--- src/mfe_pkg.sv ---
package mfe_pkg;

    localparam int HEADER_BYTES = 10;
    localparam int FRAME_BYTES  = HEADER_BYTES + 18;
    localparam int IDX_W        = $clog2(FRAME_BYTES);

    localparam int VERSION_W = 2;
    localparam int ID_W      = 27;
    localparam int PULSE_W   = 20;
    localparam int STATUS_W  = 10;
    localparam int WORD_W    = VERSION_W + ID_W + PULSE_W;
    localparam int GROUPS    = 7;

    // Input word packing, lowest bit first.
    localparam int VERSION_LSB = 0;
    localparam int ID_LSB      = VERSION_LSB + VERSION_W;
    localparam int PULSE_LSB   = ID_LSB + ID_W;
    localparam int STATUS_LSB  = PULSE_LSB + PULSE_W;
    localparam int IN_BITS     = STATUS_LSB + STATUS_W;
    localparam int IN_DATA_W   = ((IN_BITS + 7) / 8) * 8;
    localparam int OUT_DATA_W  = 8;

    localparam logic [4:0] LONG_MARK = 5'h1f;

    localparam logic [7:0] SYNC_0    = 8'he1;
    localparam logic [7:0] SYNC_1    = 8'h1a;
    localparam logic [7:0] SYNC_2    = 8'h03;
    localparam logic [7:0] PREAMBLE  = 8'h55;
    localparam logic [7:0] HDR_FINAL = 8'h5a;

    typedef logic [IDX_W-1:0]  t_idx;
    typedef logic [WORD_W-1:0] t_word;
    typedef logic [7:0]        t_byte;

    function automatic t_byte header_byte(input t_idx idx);
        t_byte b;
        if (idx == t_idx'(HEADER_BYTES - 1)) begin
            b = HDR_FINAL;
        end else if (idx == t_idx'(0)) begin
            b = SYNC_0;
        end else if (idx == t_idx'(1)) begin
            b = SYNC_1;
        end else if (idx == t_idx'(2)) begin
            b = SYNC_2;
        end else begin
            b = PREAMBLE;
        end
        return b;
    endfunction

    // Each bit becomes two: a one goes out as 01, a zero as 10.
    function automatic t_byte manchester_nibble(input logic [3:0] nib);
        t_byte b;
        for (int k = 0; k < 4; k++) begin
            b[2*k +: 2] = nib[k] ? 2'b01 : 2'b10;
        end
        return b;
    endfunction

    // Group g counts from the top of the word; even parity sits in bit 0.
    function automatic t_byte group_byte(input t_word word, input int g);
        logic [6:0] grp;
        grp = word[(WORD_W - 7 - 7*g) +: 7];
        return {grp, ^grp};
    endfunction

endpackage

--- src/meter_frame_encoder_core.sv ---
// Meter frame encoder.
// The slave stream takes one packet request per word: tuser carries the frame
// kind (0 short frame with pulse count, 1 long frame with status flags) and
// tdata carries version, meter id, pulse count and status flags. The master
// stream returns the radio frame one byte per word, header first, with tlast
// on the final byte; a frame is HEADER_BYTES + 18 words, 28 by default.
// The request is held in an input register; the byte for the current frame
// position is formed by short logic (group parity, column parity, Manchester
// coding) from the input register and lands in the output register once that
// register is free, so a request passes both registers before its first byte
// can be taken. Throughput is one byte per cycle while the receiver does not
// stall, and one request per frame, set by the byte counter that walks the
// frame. A new request is accepted in the same cycle that the last byte of the
// previous frame enters the output register, so frames follow without a gap.
// When the receiver stalls, the output register holds its byte and the byte
// counter waits; nothing is dropped. After reset both streams are idle and
// the block is ready for a request at once.
module meter_frame_encoder_core (
    input  logic                            i_clk,
    input  logic                            i_rst_n,
    input  logic                            i_s_axis_tvalid,
    output logic                            o_s_axis_tready,
    // version[1:0], meter_id[28:2], pulse_count[48:29], status_flags[58:49], zero fill
    input  logic [mfe_pkg::IN_DATA_W-1:0]   i_s_axis_tdata,
    // mode[0]
    input  logic                            i_s_axis_tuser,
    output logic                            o_m_axis_tvalid,
    input  logic                            i_m_axis_tready,
    // frame_byte[7:0]
    output logic [mfe_pkg::OUT_DATA_W-1:0]  o_m_axis_tdata,
    output logic                            o_m_axis_tlast
);
    import mfe_pkg::*;

    localparam t_idx LAST_IDX = t_idx'(FRAME_BYTES - 1);

    logic  r_busy, n_busy;
    t_idx  r_idx, n_idx;
    t_word r_word, n_word;
    logic  r_m_valid, n_m_valid;
    t_byte r_m_data, n_m_data;
    logic  r_m_last, n_m_last;

    logic  s_accept, out_free, emit, last_emit;
    t_byte grp_bytes [GROUPS];
    t_byte col_byte, pay_byte, cur_byte;
    t_idx  pay_pos;
    logic [3:0] pay_sel;

    logic [VERSION_W-1:0] in_version;
    logic [ID_W-1:0]      in_id;
    logic [PULSE_W-1:0]   in_pulse;
    logic [STATUS_W-1:0]  in_status;

    assign in_version = i_s_axis_tdata[VERSION_LSB +: VERSION_W];
    assign in_id      = i_s_axis_tdata[ID_LSB +: ID_W];
    assign in_pulse   = i_s_axis_tdata[PULSE_LSB +: PULSE_W];
    assign in_status  = i_s_axis_tdata[STATUS_LSB +: STATUS_W];

    // The output register can take a byte when it is empty or being drained.
    assign out_free  = !r_m_valid || i_m_axis_tready;
    assign emit      = r_busy && out_free;
    assign last_emit = emit && (r_idx == LAST_IDX);

    assign o_s_axis_tready = !r_busy || last_emit;
    assign s_accept        = i_s_axis_tvalid && o_s_axis_tready;

    // Seven parity-protected groups and their column parity.
    always_comb begin
        col_byte = '0;
        for (int g = 0; g < GROUPS; g++) begin
            grp_bytes[g] = group_byte(r_word, g);
            col_byte     = col_byte ^ grp_bytes[g];
        end
    end

    // Past the header, every payload byte spans two frame positions.
    assign pay_pos = r_idx - t_idx'(HEADER_BYTES);
    assign pay_sel = pay_pos[4:1];

    always_comb begin
        if (pay_sel < 4'(GROUPS)) begin
            pay_byte = grp_bytes[pay_sel[2:0]];
        end else begin
            pay_byte = col_byte;
        end
        if (r_idx < t_idx'(HEADER_BYTES)) begin
            cur_byte = header_byte(r_idx);
        end else if (pay_pos[0]) begin
            cur_byte = manchester_nibble(pay_byte[3:0]);
        end else begin
            cur_byte = manchester_nibble(pay_byte[7:4]);
        end
    end

    always_comb begin
        n_busy    = r_busy;
        n_idx     = r_idx;
        n_word    = r_word;
        n_m_valid = r_m_valid;
        n_m_data  = r_m_data;
        n_m_last  = r_m_last;

        if (emit) begin
            n_m_valid = 1'b1;
            n_m_data  = cur_byte;
            n_m_last  = (r_idx == LAST_IDX);
            n_idx     = last_emit ? '0 : r_idx + t_idx'(1);
        end else if (i_m_axis_tready) begin
            n_m_valid = 1'b0;
        end

        if (last_emit) begin
            n_busy = 1'b0;
        end

        if (s_accept) begin
            n_busy = 1'b1;
            n_idx  = '0;
            if (i_s_axis_tuser) begin
                n_word = {in_version, in_id, LONG_MARK, in_status, 5'b0};
            end else begin
                n_word = {in_version, in_id, in_pulse};
            end
        end
    end

    always_ff @(posedge i_clk) begin
        if (!i_rst_n) begin
            r_busy    <= 1'b0;
            r_idx     <= '0;
            r_m_valid <= 1'b0;
        end else begin
            r_busy    <= n_busy;
            r_idx     <= n_idx;
            r_m_valid <= n_m_valid;
        end
    end

    always_ff @(posedge i_clk) begin
        r_word   <= n_word;
        r_m_data <= n_m_data;
        r_m_last <= n_m_last;
    end

    assign o_m_axis_tvalid = r_m_valid;
    assign o_m_axis_tdata  = r_m_data;
    assign o_m_axis_tlast  = r_m_last;

endmodule

--- config.mk ---
export PLATFORM = sky130hd
export DESIGN_NAME = meter_frame_encoder_core
export DESIGN_NICKNAME = d
export VERILOG_FILES = /design/src/mfe_pkg.sv /design/src/meter_frame_encoder_core.sv
export SDC_FILE = /design/constraint.sdc
export NUM_CORES = 1
export LEC_CHECK = 0
export BUFFER_PORTS_ARGS = -buffer_cell sky130_fd_sc_hd__buf_2
export CORE_MARGIN = 5
export CORE_UTILIZATION = 46
export CTS_BUF_LIST = sky130_fd_sc_hd__clkbuf_16
export DETAILED_ROUTE_END_ITERATION = 8
export GPL_ROUTABILITY_DRIVEN = 0
export HOLD_SLACK_MARGIN = 0.1
export PLACE_DENSITY_LB_ADDON = 0.08
export SLEW_MARGIN = 25
export SYNTH_ARGS = -nofsm -noshare
export SYNTH_HDL_FRONTEND = slang
export SYNTH_SLANG_ARGS = --single-unit
--- constraint.sdc ---
create_clock -name i_clk -period 3.3 [get_ports i_clk]
set_clock_uncertainty 0.1 [all_clocks]
set_input_delay 0.66 -clock i_clk [delete_from_list [all_inputs] [get_ports i_clk]]
set_output_delay 0.66 -clock i_clk [all_outputs]
set_load 0.01 [all_outputs]
==> Yosys cells after proc, flatten, opt, wreduce, memory -nomap -nowiden <==
Cells that the tools add are included.
{ "op_classes": {"add_sub_neg": 2, "order_cmp": 3, "eq_ne": 4, "muxes": 24, "bitwise_logic": 8, "reduce_logical": 18} }
{ "ops": {"columns": ["op", "count"], "rows": [
  ["$mux 8", 7],
  ["$reduce_xor 7->1", 7],
  ["$xor 8x8->8", 6],
  ["$bmux 8 s3", 1],
  ["$mux 2", 8],
  ["$mux 15", 1],
  ["$mux 7", 2],
  ["$add 5x1->5 const B", 1],
  ["$eq 5x1->1 const B", 1],
  ["$eq 5x2->1 const B", 1],
  ["$eq 5x4->1 const B", 1],
  ["$eq 5x5->1 const B", 1],
  ["$logic_not 5->1", 1],
  ["$lt 5x4->1 const B", 1],
  ["$mux 5", 1],
  ["$sub 5x4->5 const B", 1],
  ["$ge 4x4->1 const B", 1],
  ["$lt 4x3->1 const B", 1],
  ["$mux 1", 4],
  ["$not 3->4", 1],
  ["$reduce_bool 2->1", 2],
  ["$logic_and 1x1->1", 3],
  ["$logic_not 1->1", 2],
  ["$logic_or 1x1->1", 2],
  ["other kinds (2)", 2]
]} }
{ "word_totals": {"ff_bits": 65, "in_bits": 69, "output_inout_bits": 11, "elab_cells": 66} }

==> Logic depth before layout (Yosys ltp) <==
Gate-level depths: netlist of the first run.
{ "logic_depth": {"word_depth": 11, "mapped_depth": 13, "mapped_depth_nobuf": 8} }

==> Least setup slack after synthesis of the first run <==
Ideal clock, no wire load.
{ "synth_timing": {"kind": "register to register", "start": "register r_idx[1]", "end": "register r_m_data[0], in the netlist o_m_axis_tdata[0] (data pin)", "arrival_time_ns": 2.993, "required_ns": 2.946, "setup_slack_ns": -0.047, "path_stages_with_launch": 13, "period_less_slack_ns": 3.347, "cell_sequence": "dfxtp_1 -> clkbuf_1 -> buf_2 -> inv_1 -> clkbuf_1 -> ha_1 -> buf_2 -> buf_1 -> mux4_1 -> mux2i_1 -> mux2i_1 -> a32o_1 -> a21o_1"} }
{ "synth_between": {"elab_chain_cells": 9, "elab_cells_between_ends": 18} }
{ "synth_rtl": {"columns": ["element", "line_no", "rtl"], "rows": [
  ["from (decl)", "meter_frame_encoder_core.sv:38", "t_idx r_idx, n_idx;"],
  ["from (signal assigned)", "meter_frame_encoder_core.sv:135", "r_idx <= n_idx;"],
  ["$sub 5x4->5", "meter_frame_encoder_core.sv:78", "assign pay_pos = r_idx - t_idx'(HEADER_BYTES);"],
  ["$not 3->4 (not written as such)", "meter_frame_encoder_core.sv:83", "pay_byte = grp_bytes[pay_sel[2:0]];"],
  ["$bmux 8 s3", "meter_frame_encoder_core.sv:83", null],
  ["$mux 8 (not written as such) (2 in series)", "meter_frame_encoder_core.sv:83", null],
  ["$mux 8", "meter_frame_encoder_core.sv:82", "if (pay_sel < 4'(GROUPS)) begin"],
  ["$mux 2", "mfe_pkg.sv:55", "b[2*k +: 2] = nib[k] ? 2'b01 : 2'b10;"],
  ["$mux 8", "meter_frame_encoder_core.sv:89", "end else if (pay_pos[0]) begin"],
  ["$mux 8 *", "meter_frame_encoder_core.sv:87", "if (r_idx < t_idx'(HEADER_BYTES)) begin"],
  ["named net cur_byte[0]", "meter_frame_encoder_core.sv:46", "t_byte col_byte, pay_byte, cur_byte;"],
  ["to (signal assigned)", "meter_frame_encoder_core.sv:142", "r_m_data <= n_m_data;"],
  ["to (decl)", "meter_frame_encoder_core.sv:41", "t_byte r_m_data, n_m_data;"]
]} }
The timed path passes the listed nets; every way through them passes the cells marked *. The select of a mux whose other input is x is not followed.
A chain may end at the register's enable or synchronous reset.

==> Worst setup path after layout of the first run <==
{ "layout_timing": {"start": "register r_word[37]", "end": "register r_m_data[0], in the netlist o_m_axis_tdata[0] (data pin)"} }
{ "layout_between": {"elab_chain_cells": 11, "elab_cells_between_ends": 14} }
{ "layout_rtl": {"columns": ["element", "line_no", "rtl"], "rows": [
  ["from (decl)", "meter_frame_encoder_core.sv:39", "t_word r_word, n_word;"],
  ["from (signal assigned)", "meter_frame_encoder_core.sv:141", "r_word <= n_word;"],
  ["$reduce_xor 7->1 *", "mfe_pkg.sv:64", "return {grp, ^grp};"],
  ["$xor 8x8->8 (6 in series)", "meter_frame_encoder_core.sv:73", "col_byte = col_byte ^ grp_bytes[g];"],
  ["$mux 8 *", "meter_frame_encoder_core.sv:82", null],
  ["$mux 2 *", "mfe_pkg.sv:55", null],
  ["$mux 8 *", "meter_frame_encoder_core.sv:89", null],
  ["$mux 8 *", "meter_frame_encoder_core.sv:87", null],
  ["named net cur_byte[0]", "meter_frame_encoder_core.sv:46", null]
]} }
Marked as above.

==> results.cfg, run 1 <==
[floorplanning]
fp.dieW_um = 103
start_util_pct = 46.4
fp-row-count = 34
die_area_um2 = 10600
fp.coreArea_um2 = 8590
io_pins = 80
die_y_um = 103

[logic_synthesis]
synth_area_um2 = 3990
synthDistinctLibCells = 44
synth_seq_cells = 65
synth_top_area_share_pct = 43.7
synth_cells = 293
syn-num-nets = 369
async_reset_ff_share_pct = 0
synth-main-ff-cell = edfxtp_1
synth_edf_count = 58
yosys.area.top_type = edfxtp_1
syn_area_per_cell_um2 = 13.6
yosys_warnings = 0
seq_area_frac_synth_pct = 47.2
ys_top_cells_by_area = edfxtp_1 (44%), xnor2_1 (11%), xnor3_1 (10%)

[timing]
final_max_slew_viol_count = 0
rsz0062_at_grt = no
fin_crit_ps = 2920
timing.final.ws_setup_ps = 378
setup-violations-final = 0
final.period_utilization_pct = 88.5
fmax_ghz = 0.342
tns_ps = 0
hold_viol_final = 0
max_slew_margin_pct = 66.5
tightestPinTransition_ps = 499

[setup_path]
cp.required_ps = 3280
path_class = flop to flop
crit_start = r_word[37]
reg2reg_from = r_word[37]
end_kind = flop
worstPathArrival_ps = 2900
crit_path_max_fanout = 3
critPathLaunchType = flop

[finish]
fin_nets = 452
seq_area_um2 = 1880
area_delta_synth_final_pct = 22.3
antennaDiodeCount = 0
n_fill_cell = 742
layout-drive-gt1-share_pct = 32.3
multiInputGateArea_um2 = 2040

[global_routing]
overflow = 0
grtUsageTotal_pct = 16.2
antenna_found_initial = 0
grt_pass1_wl_um = 12700
grt_max_degree = 51
grt_pass1_vias = 2584

[routing]
routed-via-count = 2511
wire_per_inst_um = 16.2
drc_errors = 0
final_antenna_net_count = 0
wl_um = 7910
drtIter0Drc = 115
firstDrtPassIters = 4
via_per_inst = 5.13

[clock_tree]
clockBufferDepth = 2
postCtsHoldBufs = 0
cts_root_buf = clkbuf_16
cts_tree = built
insertion_delay_ps = 330
cts_buffers = 9
postCtsSetupBuffers = 0
clock_sinks = 65
cts-htree-levels = 3
ctsResizeCount = 0
clkTransAtPathRegs_ps = 60

[pwr]
p_leak_nw = 1.92
p_per_area_nw_per_um2 = 534
ir_worst_vdd_v = 0.000251

[placement]
post-place-ws_ps = 447
dp_hpwl_um = 6140
io_buffers = 74

[min_path]
min_from = r_busy
hold_path.class = flop to flop

[status]
outcome = finished, final reports clean

[run]
maxCapViolations = 0
==> critical path, stage by stage (launching register included) <==
cell and delay, ps:
edfxtp_1 430, xnor2_1 390, xnor3_1 440, xnor3_1 340, xnor3_1 390, or3_1 400
a21o_1 190
==> logic make-up after synthesis <==
logic type,Yosys count,share of synthesized area (%)
buf+inv,19,1.85
flops,65,47.2
xor+xnor,75,22.9
fa+ha+maj,7,2.20
compound gates,36,6.40
mux,34,12.1
simple gates,57,7.35
==> cell type report <==
class,instances,area share (%)
clock inverter,7,2.44
multi-input combinational,209,41.8
clock buffer,9,4.62
sequential,65,38.6
tap,108,2.77
inverter,10,0.770
timing repair buffer,81,8.94
==> state kept, by name (all words and copies together) (netlist names) <==
name / flops
r_word: 49
o_m_axis_tdata: 8
r_idx: 5
o_m_axis_tlast: 1
o_m_axis_tvalid: 1
r_busy: 1
==> final timing paths <==
| path | endpoint | cells past startpoint | slack, ps |
|---|---|---|---|
| setup / recovery | o_m_axis_tdata[0] | 6 | 380 |
| hold / removal | o_m_axis_tvalid | 2 | 380 |
| setup reg to reg | o_m_axis_tdata[0] | 6 | 380 |
| hold reg to reg | o_m_axis_tvalid | 2 | 380 |
==> layout by cell type, fill, tap and decap left out, types with 9 or more instances in the layout <==
| master | n |
|---|---|
| mux4_2 | 9 |
| xnor3_1 | 18 |
| clkbuf_16 | 9 |
| mux2_2 | 10 |
| mux2i_1 | 14 |
| nor2_1 | 13 |
| xnor2_1 | 47 |
| inv_1 | 9 |
| buf_2 | 74 |
| edfxtp_1 | 58 |
| nand2_1 | 10 |
==> per-stage QoR <==
stage	total power, mW	util (%)	hold WS [ps]	instance area, µm²	instances
global route	2.70	56.7	392	4870	489
finish	2.60	56.7	385	4870	489
detailed placement	1.53	52.7	381	4530	473
global placement	1.52	52.7	370	4530	473
floorplan	1.40	-	358	3990	293
CTS	2.63	56.7	384	4870	489
==> Yosys cell counts (2+ instances only) <==
cell type	n
a211oi_1	2
a21boi_0	2
a21oi_1	7
and2_1	4
buf_2	2
clkbuf_1	6
dfxtp_1	7
edfxtp_1	58
ha_1	7
inv_1	9
mux2_2	10
mux2i_1	14
mux4_2	9
nand2_1	10
nand2b_1	2
nand3_1	5
nand3b_1	2
nor2_1	13
nor2b_1	8
nor3_1	3
o21a_1	2
o21ai_0	6
o2bb2ai_1	8
or2_2	5
or3_1	2
xnor2_1	48
xnor3_1	18
xor2_1	8
==> power by group <==
group          total (mW)  leakage [nW]  switching, mW  internal, mW
registers           0.994         0.601         0.0435         0.951
logic               0.516          1.15          0.203         0.313
clock network        1.09         0.163          0.355         0.737
total                2.60          1.92          0.602          2.00
==> layer usage <==
| metal | global-route usage [%] | up-vias | wire length (µm) |
|---|---|---|---|
| li1 | - | 1249 | - |
| met1 | 20.5 | 1179 | 3420 |
| met2 | 26.2 | 66 | 3840 |
| met3 | 3.72 | 17 | 404 |
| met4 | 8.17 | 0 | 244 |
| met5 | 0 | - | 0 |
Note: power is estimated with default switching activity, not from simulation.
==> run 2, diff against run 1 <==
--- a/config.mk
+++ b/config.mk
@@ -8,4 +8,6 @@
 export BUFFER_PORTS_ARGS = -buffer_cell sky130_fd_sc_hd__buf_2
+export CELL_PAD_IN_SITES_DETAIL_PLACEMENT = 1
+export CELL_PAD_IN_SITES_GLOBAL_PLACEMENT = 1
 export CORE_MARGIN = 5
-export CORE_UTILIZATION = 46
+export CORE_UTILIZATION = 41
 export CTS_BUF_LIST = sky130_fd_sc_hd__clkbuf_16
--- a/constraint.sdc
+++ b/constraint.sdc
@@ -4,2 +4,2 @@
 set_output_delay 0.66 -clock i_clk [all_outputs]
-set_load 0.01 [all_outputs]
+set_load 0.1 [all_outputs]
==> run 2 against run 1 <==
Core utilization shrank 6.0 points. Hold slack lost 16 ps. Global-route usage grew 0.27 points. Die area grew 11%. Critical path depth is the same. Routed wire length grew 13%. Combinational power grew 11%. Via count grew 0.52%. Count of clock-buffer cells in the layout is the same. Flip-flop and latch count is the same.
==> results.cfg, run 2 (same netlist as run 1, synthesis figures left out) <==
[status]
outcome = finished, final reports clean

[timing]
tightestPinTransition_ps = 503
fin_crit_ps = 2910
final_max_slew_viol_count = 0
max_slew_margin_pct = 66.3
final.period_utilization_pct = 88.2
rsz0062_at_grt = no
timing.final.ws_setup_ps = 388
fmax_ghz = 0.343
tns_ps = 0
hold_viol_final = 0
setup-violations-final = 0
hold_ws_ps = 368

[floorplanning]
die_area_um2 = 11800
fp.dieW_um = 109
io_pins = 80
die_y_um = 109
start_util_pct = 41.3
fp-row-count = 36
fp.coreArea_um2 = 9640

[finish]
final_cell_area_um2 = 4890
fin_nets = 454
largest_reg_flops = 49
final_cells = 516
final_common_cell = buf_2
final_cell_mix = buf_2 (74), edfxtp_1 (58), xnor2_1 (47)
utilization_pct = 50.7
regMostFlops = r_word
n_fill_cell = 1012
antennaDiodeCount = 0
layout-drive-gt1-share_pct = 32.6
area_delta_synth_final_pct = 22.7

[routing]
wl_met1_um = 3960
dr_wl_met2_um = 4430
routed-via-count = 2524
drc_errors = 0
via_per_inst = 4.89
wl_met3_um = 350
wl_um = 8910
firstDrtPassIters = 4
top_layer_used = met4
final_antenna_net_count = 0
drtIter0Drc = 70
wire_per_inst_um = 17.3

[setup_path]
timing.critical_path.to = o_m_axis_tdata[0]
crit_start = r_word[47]
path_class = flop to flop
critPathLaunchType = flop
end_kind = flop
reg2regPathDepth = 6
crit_path_max_fanout = 3
cp.required_ps = 3280
reg2reg_from = r_word[47]
rrSetupSlack_ps = 390
worstPathArrival_ps = 2890
r2r_end = o_m_axis_tdata[0]

[clock_tree]
ctsResizeCount = 0
insertion_delay_ps = 330
clock_sinks = 65
cts-htree-levels = 3
cts_tree = built
clkTransAtPathRegs_ps = 50
cts_root_buf = clkbuf_16
postCtsHoldBufs = 0
cts_buffers = 9
clockBufferDepth = 2
postCtsSetupBuffers = 0

[global_routing]
grt_pass1_vias = 2758
overflow = 0
grt_max_degree = 51
antenna_found_initial = 0
grtUsageTotal_pct = 16.5
grt_pass1_wl_um = 14500

[min_path]
hold_path.class = flop to flop

[placement]
post-place-cells = 500
dp_hpwl_um = 6940
io_buffers = 74
post-place-ws_ps = 406
dpl_cell_area_um2 = 4580

[pwr]
ir_worst_vdd_v = 0.000250
p_per_area_nw_per_um2 = 523
finalPower_mw = 2.56
p_leak_nw = 1.92

[run]
maxCapViolations = 0
run 2: cell types whose count changed in the layout (fill, tap and decap cells not counted), sizes merged:
cell	delta
buf	+2
clkinv	+1
bufinv	-1
run 2: worst min path at each step:
stage	start	end	slack [ps]	cells after the start
5_1_grt	i_s_axis_tdata[17]	r_word[35]	390	1
3_3_place_gp	r_idx[1]	r_idx[1]	340	2
3_5_place_dp	r_idx[1]	r_idx[1]	370	2
6_report	r_idx[1]	r_idx[1]	370	2
4_1_cts	r_idx[1]	r_idx[1]	370	2
2_1_floorplan	r_busy	o_m_axis_tvalid	370	2
run 2: power by group:
part	switching [mW]	internal (mW)
Clock	0.336	0.652
Combinational	0.259	0.315
Sequential	0.0422	0.951
run 2: layer usage:
layer / GRT usage [%] / vias to the layer above
met4: 6.85 / 0
li1: - / 1250
met5: 0 / -
met2: 27.7 / 61
met3: 3.16 / 12
met1: 20.9 / 1201
run 2: final cells by class:
type	count	area, µm²	area share, %
Multi-Input combinational cell	209	2040	41.8
Clock inverter	7	85.1	1.74
Inverter	10	37.5	0.768
Sequential cell	65	1880	38.5
Tap cell	133	166	3.40
Clock buffer	9	225	4.61
Timing Repair Buffer	83	450	9.21
run 2: worst max-delay path, stage by stage (launching register included):
cell and delay, ps:
edfxtp_1 430, xnor2_1 260, xnor3_1 460, xnor3_1 410, xnor3_1 420, or3_1 380
a21o_1 190
